==> src/hdl/kcd_pkg.sv <==
// Package for the key click detector: register indexes, reset defaults,
// debounce phase codes and the structs for the lane configuration and lane events.
// No dependencies.
`default_nettype none

package kcd_pkg;

    localparam int KEYS_DEF = 3;

    // Configuration register indexes.
    localparam int CFG_IW = 3;
    localparam logic [CFG_IW-1:0] REG_SCAN_PERIOD    = 3'd0;
    localparam logic [CFG_IW-1:0] REG_LONG_THRESHOLD = 3'd1;
    localparam logic [CFG_IW-1:0] REG_DOUBLE_WINDOW  = 3'd2;
    localparam logic [CFG_IW-1:0] REG_DOUBLE_ENABLE  = 3'd3;
    localparam logic [CFG_IW-1:0] REG_INVERT_MASK    = 3'd4;

    // Register reset values.
    localparam logic [7:0] SCAN_PERIOD_DEF    = 8'd20;
    localparam logic [7:0] LONG_THRESHOLD_DEF = 8'd60;
    localparam logic [7:0] DOUBLE_WINDOW_DEF  = 8'd25;
    localparam logic       DOUBLE_ENABLE_DEF  = 1'b1;
    localparam int         INVERT_MASK_DEF    = 1;

    localparam logic [7:0] HELD_MAX = 8'd255;

    // Debounce phase codes.
    localparam logic [1:0] PH_IDLE    = 2'd0;
    localparam logic [1:0] PH_CONFIRM = 2'd1;
    localparam logic [1:0] PH_HELD    = 2'd2;

    typedef struct packed {
        logic [7:0] long_threshold;
        logic [7:0] double_window;
        logic       double_enable;
    } t_lane_cfg;

    typedef struct packed {
        logic single;
        logic dbl;
        logic lng;
    } t_lane_evt;

endpackage

`default_nettype wire

==> src/hdl/kcd_lane.sv <==
// One key lane of the click detector: debounce phase, held counter and
// double-click gap window. Depends on kcd_pkg.
`default_nettype none

module kcd_lane
    import kcd_pkg::*;
(
    input  wire logic      i_clk,
    input  wire logic      i_rst_n,
    input  wire logic      i_scan,
    input  wire logic      i_pressed,
    input  wire t_lane_cfg i_cfg,
    output t_lane_evt      o_evt
);

    logic [1:0] r_phase, n_phase;
    logic [7:0] r_held, n_held;
    logic [7:0] r_gap, n_gap;
    logic       r_gap_running, n_gap_running;
    logic       r_single_pending, n_single_pending;
    logic [7:0] gap_inc;
    logic [7:0] held_inc;
    t_lane_evt  evt;

    assign gap_inc  = r_gap + 8'd1;
    assign held_inc = (r_held < HELD_MAX) ? (r_held + 8'd1) : r_held;

    always_comb begin
        n_phase          = r_phase;
        n_held           = r_held;
        n_gap            = r_gap;
        n_gap_running    = r_gap_running;
        n_single_pending = r_single_pending;
        evt              = '0;
        if (i_scan) begin
            unique case (r_phase)
                PH_IDLE: begin
                    if (i_pressed) begin
                        n_phase = PH_CONFIRM;
                    end else if (i_cfg.double_enable && r_gap_running) begin
                        n_gap = gap_inc;
                        if (gap_inc >= i_cfg.double_window) begin
                            // Window expired: report the click left waiting.
                            n_gap            = '0;
                            n_gap_running    = 1'b0;
                            evt.single       = r_single_pending;
                            n_single_pending = 1'b0;
                        end
                    end
                end
                PH_CONFIRM: begin
                    if (i_pressed) begin
                        n_phase = PH_HELD;
                        n_held  = '0;
                    end else begin
                        n_phase = PH_IDLE;
                    end
                end
                PH_HELD: begin
                    if (!i_pressed) begin
                        n_phase = PH_IDLE;
                        if (r_held < i_cfg.long_threshold) begin
                            if (!i_cfg.double_enable) begin
                                evt.single = 1'b1;
                            end else if (r_gap_running) begin
                                evt.dbl          = 1'b1;
                                n_single_pending = 1'b0;
                                n_gap            = '0;
                                n_gap_running    = 1'b0;
                            end else begin
                                n_single_pending = 1'b1;
                                n_gap_running    = 1'b1;
                            end
                        end
                    end else begin
                        n_held  = held_inc;
                        evt.lng = (held_inc > i_cfg.long_threshold);
                    end
                end
                default: begin
                    n_phase = PH_IDLE;
                end
            endcase
        end
    end

    always_ff @(posedge i_clk) begin
        if (!i_rst_n) begin
            r_phase          <= PH_IDLE;
            r_held           <= '0;
            r_gap            <= '0;
            r_gap_running    <= 1'b0;
            r_single_pending <= 1'b0;
        end else begin
            r_phase          <= n_phase;
            r_held           <= n_held;
            r_gap            <= n_gap;
            r_gap_running    <= n_gap_running;
            r_single_pending <= n_single_pending;
        end
    end

    assign o_evt = evt;

    a_one_click_kind: assert property (@(posedge i_clk) disable iff (!i_rst_n)
        !(evt.single && evt.dbl))
        else $error("single and double click in the same scan");

    a_double_closes_window: assert property (@(posedge i_clk) disable iff (!i_rst_n)
        evt.dbl |=> !r_gap_running && !r_single_pending)
        else $error("gap window still open after a double click");

    a_long_only_held: assert property (@(posedge i_clk) disable iff (!i_rst_n)
        evt.lng |=> r_phase == PH_HELD)
        else $error("long press reported while key not held");

    a_no_event_without_scan: assert property (@(posedge i_clk) disable iff (!i_rst_n)
        !i_scan |-> evt == '0)
        else $error("key event outside a scan");

endmodule

`default_nettype wire

==> src/hdl/kcd_merge.sv <==
// Merge stage: gathers the lane events into per-scan masks and holds the
// result in the output register of the master stream. Depends on kcd_pkg.
`default_nettype none

module kcd_merge
    import kcd_pkg::*;
#(
    parameter int KEYS  = KEYS_DEF,
    parameter int OUT_W = ((1 + 3 * KEYS + 7) / 8) * 8
) (
    input  wire logic                  i_clk,
    input  wire logic                  i_rst_n,
    input  wire logic                  i_load,
    input  wire logic                  i_scan,
    input  wire t_lane_evt [KEYS-1:0]  i_evt,
    output logic                       o_space,
    output logic                       o_m_axis_tvalid,
    input  wire logic                  i_m_axis_tready,
    // From bit 0: scan_done, single_mask, double_mask, long_mask, zero fill.
    output logic [OUT_W-1:0]           o_m_axis_tdata
);

    logic [KEYS-1:0]  single_mask;
    logic [KEYS-1:0]  double_mask;
    logic [KEYS-1:0]  long_mask;
    logic             r_valid;
    logic [OUT_W-1:0] r_data;
    logic [OUT_W-1:0] n_data;

    always_comb begin
        for (int k = 0; k < KEYS; k++) begin
            single_mask[k] = i_evt[k].single;
            double_mask[k] = i_evt[k].dbl;
            long_mask[k]   = i_evt[k].lng;
        end
    end

    assign n_data  = OUT_W'({long_mask, double_mask, single_mask, i_scan});
    // A new transaction may enter when the register is empty or drains this cycle.
    assign o_space = !r_valid || i_m_axis_tready;

    always_ff @(posedge i_clk) begin
        if (!i_rst_n) begin
            r_valid <= 1'b0;
        end else if (i_load) begin
            r_valid <= 1'b1;
        end else if (i_m_axis_tready) begin
            r_valid <= 1'b0;
        end
    end

    always_ff @(posedge i_clk) begin
        if (i_load) begin
            r_data <= n_data;
        end
    end

    assign o_m_axis_tvalid = r_valid;
    assign o_m_axis_tdata  = r_data;

    a_load_gives_valid: assert property (@(posedge i_clk) disable iff (!i_rst_n)
        i_load |=> r_valid)
        else $error("loaded result not presented");

    a_quiet_tick_empty: assert property (@(posedge i_clk) disable iff (!i_rst_n)
        (r_valid && !r_data[0]) |-> r_data[3*KEYS:1] == '0)
        else $error("event bits set on a tick without scan");

    a_no_overwrite: assert property (@(posedge i_clk) disable iff (!i_rst_n)
        (r_valid && !i_m_axis_tready) |-> !i_load)
        else $error("result overwritten before it was taken");

endmodule

`default_nettype wire

==> src/hdl/key_click_double_long_detector.sv <==
// Key click detector top level: one transaction per 1 ms tick in, one result out.
// An accepted tick's result is registered and appears on the master stream in the next cycle.
// One tick per cycle while the master stream takes results; the output register refills in the cycle it drains.
// All lanes update in the cycle a scanning tick is accepted; the merge register holds the result.
// Synchronous active-low reset clears prescaler, key state and output valid and
// loads the register defaults. Depends on kcd_pkg, kcd_lane, kcd_merge.
`default_nettype none

module key_click_double_long_detector
    import kcd_pkg::*;
#(
    parameter int KEYS   = KEYS_DEF,
    parameter int IN_W   = ((KEYS + 7) / 8) * 8,
    parameter int OUT_W  = ((1 + 3 * KEYS + 7) / 8) * 8,
    parameter int CFG_DW = (KEYS > 8) ? KEYS : 8
) (
    input  wire logic              i_clk,
    input  wire logic              i_rst_n,
    input  wire logic              i_s_axis_tvalid,
    output logic                   o_s_axis_tready,
    // From bit 0: pin_levels, zero fill.
    input  wire logic [IN_W-1:0]   i_s_axis_tdata,
    output logic                   o_m_axis_tvalid,
    input  wire logic              i_m_axis_tready,
    // From bit 0: scan_done, single_mask, double_mask, long_mask, zero fill.
    output logic [OUT_W-1:0]       o_m_axis_tdata,
    input  wire logic              i_cfg_valid,
    output logic                   o_cfg_ready,
    input  wire logic [CFG_IW-1:0] i_cfg_index,
    input  wire logic [CFG_DW-1:0] i_cfg_data
);

    logic [7:0]      r_scan_period;
    logic [7:0]      r_long_threshold;
    logic [7:0]      r_double_window;
    logic            r_double_enable;
    logic [KEYS-1:0] r_invert_mask;
    logic [7:0]      r_tick, n_tick;
    logic [7:0]      tick_inc;
    logic            accept;
    logic            space;
    logic            scan_fire;
    logic            scan;
    logic [KEYS-1:0] levels;
    t_lane_cfg       lane_cfg;
    t_lane_evt [KEYS-1:0] evt;

    assign o_cfg_ready = 1'b1;

    always_ff @(posedge i_clk) begin
        if (!i_rst_n) begin
            r_scan_period    <= SCAN_PERIOD_DEF;
            r_long_threshold <= LONG_THRESHOLD_DEF;
            r_double_window  <= DOUBLE_WINDOW_DEF;
            r_double_enable  <= DOUBLE_ENABLE_DEF;
            r_invert_mask    <= KEYS'(INVERT_MASK_DEF);
        end else if (i_cfg_valid) begin
            unique case (i_cfg_index)
                REG_SCAN_PERIOD:    r_scan_period    <= i_cfg_data[7:0];
                REG_LONG_THRESHOLD: r_long_threshold <= i_cfg_data[7:0];
                REG_DOUBLE_WINDOW:  r_double_window  <= i_cfg_data[7:0];
                REG_DOUBLE_ENABLE:  r_double_enable  <= i_cfg_data[0];
                REG_INVERT_MASK:    r_invert_mask    <= i_cfg_data[KEYS-1:0];
                default: begin
                end
            endcase
        end
    end

    assign o_s_axis_tready = space;
    assign accept          = i_s_axis_tvalid && space;

    // Prescaler: the counter restarts at zero on the tick that scans.
    assign tick_inc  = r_tick + 8'd1;
    assign scan_fire = !(tick_inc < r_scan_period);
    assign scan      = accept && scan_fire;
    assign n_tick    = scan_fire ? 8'd0 : tick_inc;

    always_ff @(posedge i_clk) begin
        if (!i_rst_n) begin
            r_tick <= '0;
        end else if (accept) begin
            r_tick <= n_tick;
        end
    end

    assign levels = i_s_axis_tdata[KEYS-1:0] ^ r_invert_mask;

    assign lane_cfg.long_threshold = r_long_threshold;
    assign lane_cfg.double_window  = r_double_window;
    assign lane_cfg.double_enable  = r_double_enable;

    for (genvar k = 0; k < KEYS; k++) begin : g_lane
        kcd_lane u_lane (
            .i_clk     (i_clk),
            .i_rst_n   (i_rst_n),
            .i_scan    (scan),
            .i_pressed (!levels[k]),
            .i_cfg     (lane_cfg),
            .o_evt     (evt[k])
        );
    end

    kcd_merge #(
        .KEYS  (KEYS),
        .OUT_W (OUT_W)
    ) u_merge (
        .i_clk           (i_clk),
        .i_rst_n         (i_rst_n),
        .i_load          (accept),
        .i_scan          (scan),
        .i_evt           (evt),
        .o_space         (space),
        .o_m_axis_tvalid (o_m_axis_tvalid),
        .i_m_axis_tready (i_m_axis_tready),
        .o_m_axis_tdata  (o_m_axis_tdata)
    );

    a_tick_restart: assert property (@(posedge i_clk) disable iff (!i_rst_n)
        scan |=> r_tick == 8'd0)
        else $error("prescaler did not restart after a scan");

    a_tick_hold: assert property (@(posedge i_clk) disable iff (!i_rst_n)
        !accept |=> $stable(r_tick))
        else $error("prescaler moved without a transaction");

    a_scan_reported: assert property (@(posedge i_clk) disable iff (!i_rst_n)
        accept |=> o_m_axis_tdata[0] == $past(scan_fire))
        else $error("scan flag does not match the prescaler");

endmodule

`default_nettype wire
==> config.mk <==
export PLATFORM = sky130hd
export DESIGN_NAME = key_click_double_long_detector
export DESIGN_NICKNAME = d
export VERILOG_FILES = /design/src/hdl/kcd_pkg.sv /design/src/hdl/kcd_lane.sv /design/src/hdl/kcd_merge.sv /design/src/hdl/key_click_double_long_detector.sv
export SDC_FILE = /design/constraint.sdc
export NUM_CORES = 1
export LEC_CHECK = 0
export ABC_AREA = 1
export BUFFER_PORTS_ARGS = -buffer_cell sky130_fd_sc_hd__buf_2
export CORE_ASPECT_RATIO = 1.5
export CORE_MARGIN = 3
export CORE_UTILIZATION = 43
export DETAILED_ROUTE_END_ITERATION = 16
export PLACE_DENSITY = 0.66
export SETUP_SLACK_MARGIN = 0.2
export SLEW_MARGIN = 20
export SYNTH_ARGS = -nofsm -noshare
export SYNTH_HDL_FRONTEND = slang
export SYNTH_SLANG_ARGS = --single-unit
==> constraint.sdc <==
create_clock -name i_clk -period 3.3 [get_ports i_clk]
set_clock_uncertainty 0.05 [all_clocks]
set_input_delay 0.66 -clock i_clk [delete_from_list [all_inputs] [get_ports i_clk]]
set_output_delay 0.66 -clock i_clk [all_outputs]
set_load 0.05 [all_outputs]
==> results.py, run 1 <==
metrics = {
    "critical_path": {
        "reg2reg_from": "r_tick[0]",
        "worstSetupPathType": "flip-flop to flip-flop",
        "crit_slowest_cell": "dfxtp_1",
        "crit_family": "simple AND/OR/NAND/NOR gates",
        "cp_common_cell": "nand2_1",
        "cp.depth": 14,
        "critPathLaunch": "r_tick[0]",
        "cp_slowest_stage_delay_ps": 410,
        "path_buf_inv": 2,
        "cp_data_required_time_ps": 3490,
        "worstPathCellList": "ha_1 > nand3_1 > nand3b_1 > xnor2_1 > ha_1 > nand2_1 > o21a_1 > nand2_2 > nand2_1 > buf_4 > nor2_4 > inv_2 > nand2_1 > a21oi_1",
        "crit_path_end_kind": "flip-flop",
        "cp-start-kind": "flip-flop",
        "crit_fanout": 9,
        "worst-endpoint-arrival_ps": 3060,
        "r2r_cells": 14,
    },
    "yosys": {
        "syn_area_um2": 7180,
        "yosys_warnings": 0,
        "synth_edf_count": 10,
        "ys_async_sr_fraction": 0,
        "ys_types": 39,
        "seq_area_frac_synth": 0.304,
        "synth_cells": 1040,
        "ys_ff_latch": 104,
        "syn_avg_cell_area_um2": 6.90,
        "synthFlopType": "dfxtp_1",
    },
    "layout": {
        "antenna_cells": 0,
        "fill_cells": 1713,
        "multi_input_area_um2": 4350,
        "area_delta_synth_final_pct": 8.68,
        "utilization": 0.480,
        "fin_nets": 1175,
        "drive_gt1_frac": 0.0718,
        "seq_area_um2": 2180,
    },
    "route": {
        "ant_nets": 0,
        "wl_met1_mm": 7.40,
        "drt_first_pass_iters": 4,
        "vias": 6382,
        "met2_length_mm": 8.71,
        "totalWireLength_mm": 16.8,
        "post_drt_via_cell_ratio": 4.99,
        "route.detailed.drc": 0,
        "top_layer": "met4",
        "wl_per_cell_um": 13.1,
        "drtIter0Drc": 258,
        "routed-wl-met3_um": 408,
    },
    "timing": {
        "maxSlewViolCount": 0,
        "finalHoldViolations": 0,
        "setup_tns_ps": 0,
        "max_freq_ghz": 0.349,
        "rsz0062_at_grt": "true",
        "finalSetupViolations": 0,
        "tightest_slew_ps": 704,
        "timing.final.crit_share": 0.869,
        "relSlewSlack": 0.528,
        "min_period_ps": 2870,
    },
    "global_route": {
        "gr-total-overflow": 0,
        "antenna_found_initial": 0,
        "grt_pass1_wl_mm": 28.0,
        "grt_max_degree": 26,
        "track_usage": 0.186,
        "grt_pass1_vias": 5935,
    },
    "clock_network": {
        "cts_hold_buf": 0,
        "cts_made_buffers": 9,
        "clock-sinks": 104,
        "cts_max_level": 3,
        "cts_resized": 0,
        "cts_tree": "done",
        "clock_path_buffers": 2,
        "clk_latency_ps": 350,
        "clk_pin_slew_ps": 70,
        "root_buffer": "clkbuf_16",
        "postCtsSetupBuffers": 0,
    },
    "placement": {
        "gp_congestion": 0.857,
        "port_buffers": 30,
        "hpwl_mm": 13.0,
    },
    "die": {
        "die_area_um2": 18300,
        "rows": 57,
        "core_um2": 16300,
        "dieHeight_um": 164,
        "ioPinCount": 43,
        "start_util": 0.442,
        "fp.dieW_um": 112,
    },
    "worst_hold_path": {
        "worstHoldStart": "r_scan_period[6]",
        "min_path_type": "flip-flop to flip-flop",
        "hold_depth": 2,
    },
    "power_and_ir_drop": {
        "powerDensity_nw_per_um2": 334,
        "leakagePower_nw": 3.91,
        "peakVddDrop_uv": 240,
    },
    "outcome": {
        "status": "completed",
    },
    "run": {
        "cap_viol_max_count": 0,
    },
}
-- Yosys cell counts, drive strengths merged, types with 7 or more instances --
library cell,count,share of area
clkbuf,10,0.0052
nor3,12,0.010
nand4,10,0.0096
o21a,7,0.0073
xnor2,11,0.014
edfxtp,10,0.042
nor2,131,0.073
buf,17,0.018
dfxtp,94,0.26
xor2,32,0.039
a21oi,88,0.061
nand3,60,0.042
o21ai,40,0.028
inv,134,0.070
nand2,272,0.14
ha,83,0.14
o211ai,10,0.010
-- power by group --
part / switching, W / total [W] / leakage [nW] / internal (W)
registers: 0.0000112 / 0.00130 / 0.862 / 0.00129
clock network: 0.000490 / 0.00107 / 0.146 / 0.000582
logic: 0.000165 / 0.000226 / 2.90 / 0.0000611
-- final cells by class --
type | instances | share of cell area
sequential | 104 | 0.280
inverter | 134 | 0.0645
clock buffer | 13 | 0.0348
tap | 206 | 0.0330
timing repair buffer | 39 | 0.0279
multi-input combinational | 780 | 0.558
clock inverter | 3 | 0.00257
-- metal layers --
metal,vias to the layer above,track usage
met5,-,0
met1,2907,0.218
li1,3398,-
met4,0,0.0598
met3,18,0.0229
met2,59,0.351
-- sequential cells by signal, indices dropped and copies added, names as in the netlist --
| name | flops |
|---|---|
| r_invert_mask | 3 |
| g_lane.u_lane.r_phase | 6 |
| r_tick | 8 |
| g_lane.u_lane.r_gap | 24 |
| r_scan_period | 8 |
| r_double_enable | 1 |
| g_lane.u_lane.r_held | 24 |
| u_merge.o_m_axis_tdata | 10 |
| r_double_window | 8 |
| g_lane.u_lane.r_gap_running | 3 |
| r_long_threshold | 8 |
| u_merge.o_m_axis_tvalid | 1 |
-- cells in the final DEF, fill, tap and decap left out, types with 5 or more instances in the layout --
master     netlist  final
nand3_1         60     60
nor2_1         126    126
xnor2_1         10     10
xor2_1          32     32
a21oi_1         88     88
dfxtp_1         94     94
edfxtp_1        10     10
nand4_1          9      9
ha_1            83     83
o211ai_1        10     10
o21a_1           7      7
o21ai_0         37     37
nor2_4           4      5
conb_1           2      7
inv_1          128    128
nand2_1        268    268
clkbuf_16        0     10
buf_2            2     30
nand3b_1         6      6
buf_4            9      9
inv_2            6      6
nor3_1           9      9
-- metrics by stage --
step | setup WS [ps] | cells | hold slack, ps | area [um^2] | total power [W]
after floorplan | 925 | 1045 | 385 | 7200 | 0.00150
after global placement | 497 | 1263 | 397 | 7510 | 0.00156
after detailed placement | 464 | 1263 | 408 | 7510 | 0.00156
after CTS | 447 | 1279 | 419 | 7800 | 0.00264
after global routing | 187 | 1279 | 439 | 7800 | 0.00271
final | 432 | 1279 | 420 | 7800 | 0.00260
-- kinds of logic (layout without fill, tap and decap cells) --
| group | count (synthesis) | in the layout | synth area share |
|---|---|---|---|
| DFF | 104 | 104 | 0.304 |
| and+or+nand+nor | 497 | 497 | 0.291 |
| AOI/OAI and AO/OA | 150 | 150 | 0.113 |
| xor gates and xnor gates | 43 | 43 | 0.0535 |
| other | 2 | 7 | 0.00105 |
| adders and majority gates | 83 | 83 | 0.145 |
| buffers and inverters | 161 | 189 | 0.0934 |
-- worst register-to-register path, stage by stage, from the launching register on --
cell and delay [ps]:
dfxtp_1 410, ha_1 210, nand3_1 110, nand3b_1 200, xnor2_1 160, ha_1 290
nand2_1 70, o21a_1 190, nand2_2 70, nand2_1 220, buf_4 260, nor2_4 230
inv_2 140, nand2_1 80, a21oi_1 60
-- worst paths after layout --
| path | end | slack, ps |
|---|---|---|
| worst max-delay path | g_lane[0].u_lane.r_held[4] | 430 |
| worst min-delay path | r_scan_period[6] | 420 |
| worst max register to register | g_lane[0].u_lane.r_held[4] | 430 |
| worst min register to register | r_scan_period[6] | 420 |
(Power assumes the default switching activity.)
==> run 2: changes to the inputs <==
--- a/config.mk
+++ b/config.mk
@@ -6,7 +6,7 @@
 export NUM_CORES = 1
 export LEC_CHECK = 0
 export ABC_AREA = 1
-export BUFFER_PORTS_ARGS = -buffer_cell sky130_fd_sc_hd__buf_2
+export BUFFER_PORTS_ARGS = -buffer_cell sky130_fd_sc_hd__clkbuf_2
 export CORE_ASPECT_RATIO = 1.5
 export CORE_MARGIN = 3
 export CORE_UTILIZATION = 43
==> results.py, run 2 (same netlist as run 1, synthesis figures left out) <==
metrics = {
    "outcome": {
        "status": "completed",
    },
    "clock_network": {
        "clock-sinks": 104,
        "cts_resized": 0,
        "clk_latency_ps": 360,
        "cts_hold_buf": 0,
        "clk_pin_slew_ps": 80,
        "cts_made_buffers": 9,
        "root_buffer": "clkbuf_16",
        "cts_tree": "done",
        "postCtsSetupBuffers": 0,
        "cts_max_level": 3,
        "clock_path_buffers": 2,
    },
    "power_and_ir_drop": {
        "peakVddDrop_uv": 227,
        "leakagePower_nw": 3.90,
        "intPower_w": 0.00191,
        "clock_power_share": 0.419,
        "comb_power_share": 0.086,
        "total_power_w": 0.00264,
        "powerDensity_nw_per_um2": 339,
        "p_switching_w": 0.000729,
        "sw_frac_of_total": 0.276,
        "p_seq_frac": 0.495,
    },
    "placement": {
        "place_ws_ps": 517,
        "port_buffers": 30,
        "gp_congestion": 0.847,
        "hpwl_mm": 12.9,
    },
    "critical_path": {
        "path_buf_inv": 3,
        "crit_family": "simple AND/OR/NAND/NOR gates",
        "r2r_cells": 14,
        "crit_fanout": 9,
        "cp.depth": 14,
        "crit_path_end_kind": "flip-flop",
        "rrSetupSlack_ps": 530,
        "worstPathCellList": "inv_1 > nor3_1 > nand3_1 > xor2_1 > inv_1 > ha_1 > a21oi_1 > o21a_1 > nand3_1 > inv_1 > nand2_1 > nand2_1 > nand2_1 > nor2_1",
        "worst-endpoint-arrival_ps": 3020,
        "cp-start-kind": "flip-flop",
        "worstSetupPathType": "flip-flop to flip-flop",
        "cp_slowest_stage_delay_ps": 440,
        "crit_slowest_cell": "nor3_1",
        "reg2reg_from": "g_lane[0].u_lane.r_gap[0]",
        "cp_data_required_time_ps": 3550,
        "r2r_end": "g_lane[0].u_lane.r_gap[7]",
    },
    "layout": {
        "drive_gt1_frac": 0.0720,
        "final_cell_mix": "nand2_1 (268), inv_1 (127), nor2_1 (126), dfxtp_1 (94), a21oi_1 (88)",
        "fin_nets": 1172,
        "utilization": 0.479,
        "area_delta_synth_final_pct": 8.36,
        "final_common_cell": "nand2_1",
        "antenna_cells": 0,
    },
    "die": {
        "die_area_um2": 18300,
        "core_um2": 16300,
        "ioPinCount": 43,
        "fp.dieW_um": 112,
        "rows": 57,
        "start_util": 0.442,
        "dieHeight_um": 164,
    },
    "run": {
        "cap_viol_max_count": 0,
    },
    "route": {
        "totalWireLength_mm": 17.0,
        "wl_per_cell_um": 13.3,
        "post_drt_via_cell_ratio": 5.09,
        "ant_nets": 0,
        "vias": 6498,
        "route.detailed.drc": 0,
        "drt_first_pass_iters": 5,
        "drtIter0Drc": 311,
    },
    "worst_hold_path": {
        "min_to": "r_scan_period[6]",
        "worstHoldStart": "r_scan_period[6]",
        "hold_depth": 2,
        "min_path_type": "flip-flop to flip-flop",
    },
    "global_route": {
        "grt_max_degree": 65,
        "track_usage": 0.191,
        "antenna_found_initial": 0,
        "grt_pass1_vias": 6146,
        "gr-total-overflow": 0,
        "grt_pass1_wl_mm": 28.7,
    },
    "timing": {
        "setup_tns_ps": 0,
        "finalHoldViolations": 0,
        "finalSetupViolations": 0,
        "tightest_slew_ps": 665,
        "max_freq_ghz": 0.360,
        "fin_ws_ps": 525,
        "timing.final.crit_share": 0.841,
        "min_period_ps": 2770,
        "rsz0062_at_grt": "false",
        "relSlewSlack": 0.557,
        "maxSlewViolCount": 0,
    },
}
-- run 2: worst max path at each step --
stage	start	endpoint	slack (ps)
final	g_lane[0].u_lane.r_gap[0]	g_lane[0].u_lane.r_gap[7]	530
after global routing	g_lane[0].u_lane.r_gap[0]	g_lane[0].u_lane.r_gap[7]	200
after CTS	g_lane[0].u_lane.r_gap[0]	g_lane[0].u_lane.r_gap[7]	490
after detailed placement	r_tick[0]	g_lane[1].u_lane.r_held[4]	520
after global placement	r_tick[0]	g_lane[1].u_lane.r_held[5]	550
after floorplan	r_tick[0]	g_lane[2].u_lane.r_gap_running	920
-- run 2: worst register-to-register path, delay by kind of cell (launching register included) --
family | cells | cell delay, ps
adders and majority gates | 1 | 310
DFF | 1 | 390
and+or+nand+nor | 7 | 1180
xor gates and xnor gates | 1 | 210
buffers and inverters | 3 | 310
AOI/OAI and AO/OA | 2 | 270
-- run 2: final cells by class --
class | instances | area (um^2)
timing repair buffer | 36 | 195
clock buffer | 10 | 239
clock inverter | 6 | 57.6
inverter | 134 | 503
fill | 1679 | 8480
sequential | 104 | 2180
tap | 206 | 258
multi-input combinational | 780 | 4350
-- run 2: layer usage --
metal  routed length, um  share of wire  GRT usage  vias up
li1                    -              -          -     3405
met1                7330           0.43      0.221     2959
met2                8790           0.52      0.358      113
met3                 545          0.032     0.0254       21
met4                 364          0.021     0.0653        0
met5                   0              0          0        -
-- run 2: per-stage QoR --
stage | hold WS, ps | std cells | area, um^2
2_1_floorplan | 385 | 1045 | 7200
3_3_place_gp | 404 | 1260 | 7480
3_5_place_dp | 410 | 1260 | 7480
4_1_cts | 422 | 1276 | 7780
5_1_grt | 441 | 1276 | 7780
6_report | 419 | 1276 | 7780
-- run 2: power groups by stage --
stage	logic, W	clock network (W)	registers (W)
finish	0.000226	0.00110	0.00130
global route	0.000252	0.00118	0.00131
CTS	0.000227	0.00113	0.00131
detailed placement	0.000226	0	0.00134
global placement	0.000223	0	0.00133
floorplan	0.000146	0	0.00135
==> run 3: changes to the inputs <==
==> constraint.sdc (replaced) <==
create_clock -name i_clk -period 2.7 [get_ports i_clk]
set_clock_uncertainty 0.05 [all_clocks]
set_input_delay 0.54 -clock i_clk [delete_from_list [all_inputs] [get_ports i_clk]]
set_output_delay 0.54 -clock i_clk [all_outputs]
set_load 0.05 [all_outputs]
==> results.py, run 3 (same netlist as run 1, synthesis figures left out) <==
metrics = {
    "power_and_ir_drop": {
        "powerDensity_nw_per_um2": 382,
        "p_seq_frac": 0.494,
        "leakagePower_nw": 4.21,
        "peakVddDrop_uv": 321,
        "sw_frac_of_total": 0.271,
        "clock_power_share": 0.418,
        "intPower_w": 0.00235,
        "comb_power_share": 0.088,
        "p_switching_w": 0.000874,
    },
    "die": {
        "die_area_um2": 18300,
        "dieHeight_um": 164,
        "fp.dieW_um": 112,
        "core_um2": 16300,
        "start_util": 0.442,
        "ioPinCount": 43,
        "rows": 57,
    },
    "route": {
        "ant_nets": 0,
        "drtIter0Drc": 339,
        "route.detailed.drc": 0,
        "vias": 6596,
        "totalWireLength_mm": 17.7,
        "drt_first_pass_iters": 5,
        "post_drt_via_cell_ratio": 5.05,
        "wl_per_cell_um": 13.6,
    },
    "worst_hold_path": {
        "min_to": "r_invert_mask[0]",
        "worstHoldStart": "i_rst_n",
        "min_path_type": "input pin to flip-flop",
        "hold_depth": 2,
    },
    "global_route": {
        "antenna_found_initial": 0,
        "grt_max_degree": 64,
        "track_usage": 0.193,
        "grt_pass1_vias": 6065,
        "gr-total-overflow": 0,
        "grt_pass1_wl_mm": 28.8,
    },
    "timing": {
        "finalHoldViolations": 0,
        "min_period_ps": 2510,
        "rsz0062_at_grt": "true",
        "relSlewSlack": 0.211,
        "finalSetupViolations": 0,
        "setup_tns_ps": 0,
        "max_freq_ghz": 0.399,
        "timing.final.crit_share": 0.928,
        "maxSlewViolCount": 0,
        "tightest_slew_ps": 1180,
    },
    "critical_path": {
        "crit_family": "simple AND/OR/NAND/NOR gates",
        "crit_path_end_kind": "flip-flop",
        "cp-start-kind": "flip-flop",
        "worstPathCellList": "ha_4 > nand3_2 > nand3b_1 > xnor2_2 > ha_1 > nand2_1 > o21a_1 > nand2_2 > nand2_2 > buf_12 > nor2_4 > buf_6 > nand3_2 > a21oi_2",
        "crit_slowest_cell": "dfxtp_4",
        "r2r_end": "g_lane[1].u_lane.r_held[0]",
        "worst-endpoint-arrival_ps": 2730,
        "cp_slowest_stage_delay_ps": 380,
        "path_buf_inv": 2,
        "worstSetupPathType": "flip-flop to flip-flop",
        "rrSetupSlack_ps": 190,
        "r2r_cells": 14,
        "cp_data_required_time_ps": 2930,
        "crit_fanout": 8,
        "reg2reg_from": "r_tick[0]",
    },
    "layout": {
        "multi_input_area_um2": 4660,
        "utilization": 0.519,
        "fill_cells": 1598,
        "final_common_cell": "nand2_1",
        "area_delta_synth_final_pct": 17.5,
        "antenna_cells": 0,
        "seq_area_um2": 2220,
        "drive_gt1_frac": 0.163,
        "finalInstanceArea_um2": 8430,
        "final_cell_mix": "nand2_1 (258), inv_1 (127), nor2_1 (118), a21oi_1 (80), ha_1 (80)",
        "fin_nets": 1204,
    },
    "clock_network": {
        "clk_pin_slew_ps": 80,
        "cts_max_level": 3,
        "clock-sinks": 104,
        "cts_tree": "done",
        "clk_latency_ps": 370,
        "clock_path_buffers": 2,
        "cts_made_buffers": 9,
        "root_buffer": "clkbuf_16",
    },
    "run": {
        "cap_viol_max_count": 0,
    },
    "outcome": {
        "status": "completed",
    },
    "placement": {
        "hpwl_mm": 13.0,
        "place_area_um2": 7600,
        "gp_congestion": 0.847,
        "port_buffers": 30,
    },
}
-- run 3: worst max path at each step --
| stage | from | endpoint | depth (start not counted) |
|---|---|---|---|
| after floorplan | r_tick[0] | g_lane[2].u_lane.r_gap_running | 15 |
| after global placement | r_tick[0] | g_lane[2].u_lane.r_held[7] | 14 |
| after detailed placement | r_tick[0] | g_lane[2].u_lane.r_held[7] | 14 |
| after CTS | g_lane[0].u_lane.r_held[0] | u_merge.o_m_axis_tdata[7] | 15 |
| after global routing | r_tick[2] | g_lane[1].u_lane.r_gap[0] | 16 |
| final | r_tick[0] | g_lane[1].u_lane.r_held[0] | 14 |
-- run 3: area by class of cell --
| cell class | count | area share |
|---|---|---|
| well taps | 206 | 0.0306 |
| clock inverters | 5 | 0.00519 |
| clock buffers | 10 | 0.0297 |
| flip-flops and latches | 104 | 0.263 |
| inverters | 134 | 0.0608 |
| repair buffers | 67 | 0.0582 |
| multi-input cells | 781 | 0.553 |
-- run 3: timing repair --
action,4_1_cts,5_1_grt
cloned,1,1
pin swaps,11,40
hold buffers,0,0
setup buffers,11,7
setup endpoints to repair,57,63
gates resized for setup,25,85
-- run 3: per-layer routing --
layer | part of all wire | GRT usage | vias to the layer above
met2 | 0.52 | 0.351 | 86
met5 | 0 | 0 | -
met1 | 0.43 | 0.226 | 3002
met3 | 0.022 | 0.0299 | 34
li1 | - | - | 3474
met4 | 0.029 | 0.0769 | 0
-- run 3: power by group through the flow --
stage | registers, W | clock network, W | logic, W
after detailed placement | 0.00163 | 0 | 0.000278
after global routing | 0.00160 | 0.00143 | 0.000319
after floorplan | 0.00165 | 0 | 0.000178
after global placement | 0.00163 | 0 | 0.000274
after CTS | 0.00160 | 0.00137 | 0.000283
final | 0.00159 | 0.00135 | 0.000284
-- run 3: stage by stage --
stage | cells | total power, W | hold WS, ps | setup WS [ps]
final | 1307 | 0.00322 | 353 | 194
after global placement | 1272 | 0.00190 | 402 | 33.8
after CTS | 1299 | 0.00325 | 351 | 206
after floorplan | 1045 | 0.00183 | 385 | 325
after global routing | 1307 | 0.00334 | 357 | 18.6
after detailed placement | 1272 | 0.00191 | 404 | -3.17
-- run 3: worst register-to-register path, cell delays in order, from the launching register on --
cell      delay (ps)
dfxtp_4          380
ha_4             140
nand3_2           70
nand3b_1         200
xnor2_2          170
ha_1             280
nand2_1           70
o21a_1           180
nand2_2          110
nand2_2           80
buf_12           150
nor2_4           190
buf_6            150
nand3_2           60
a21oi_2          140
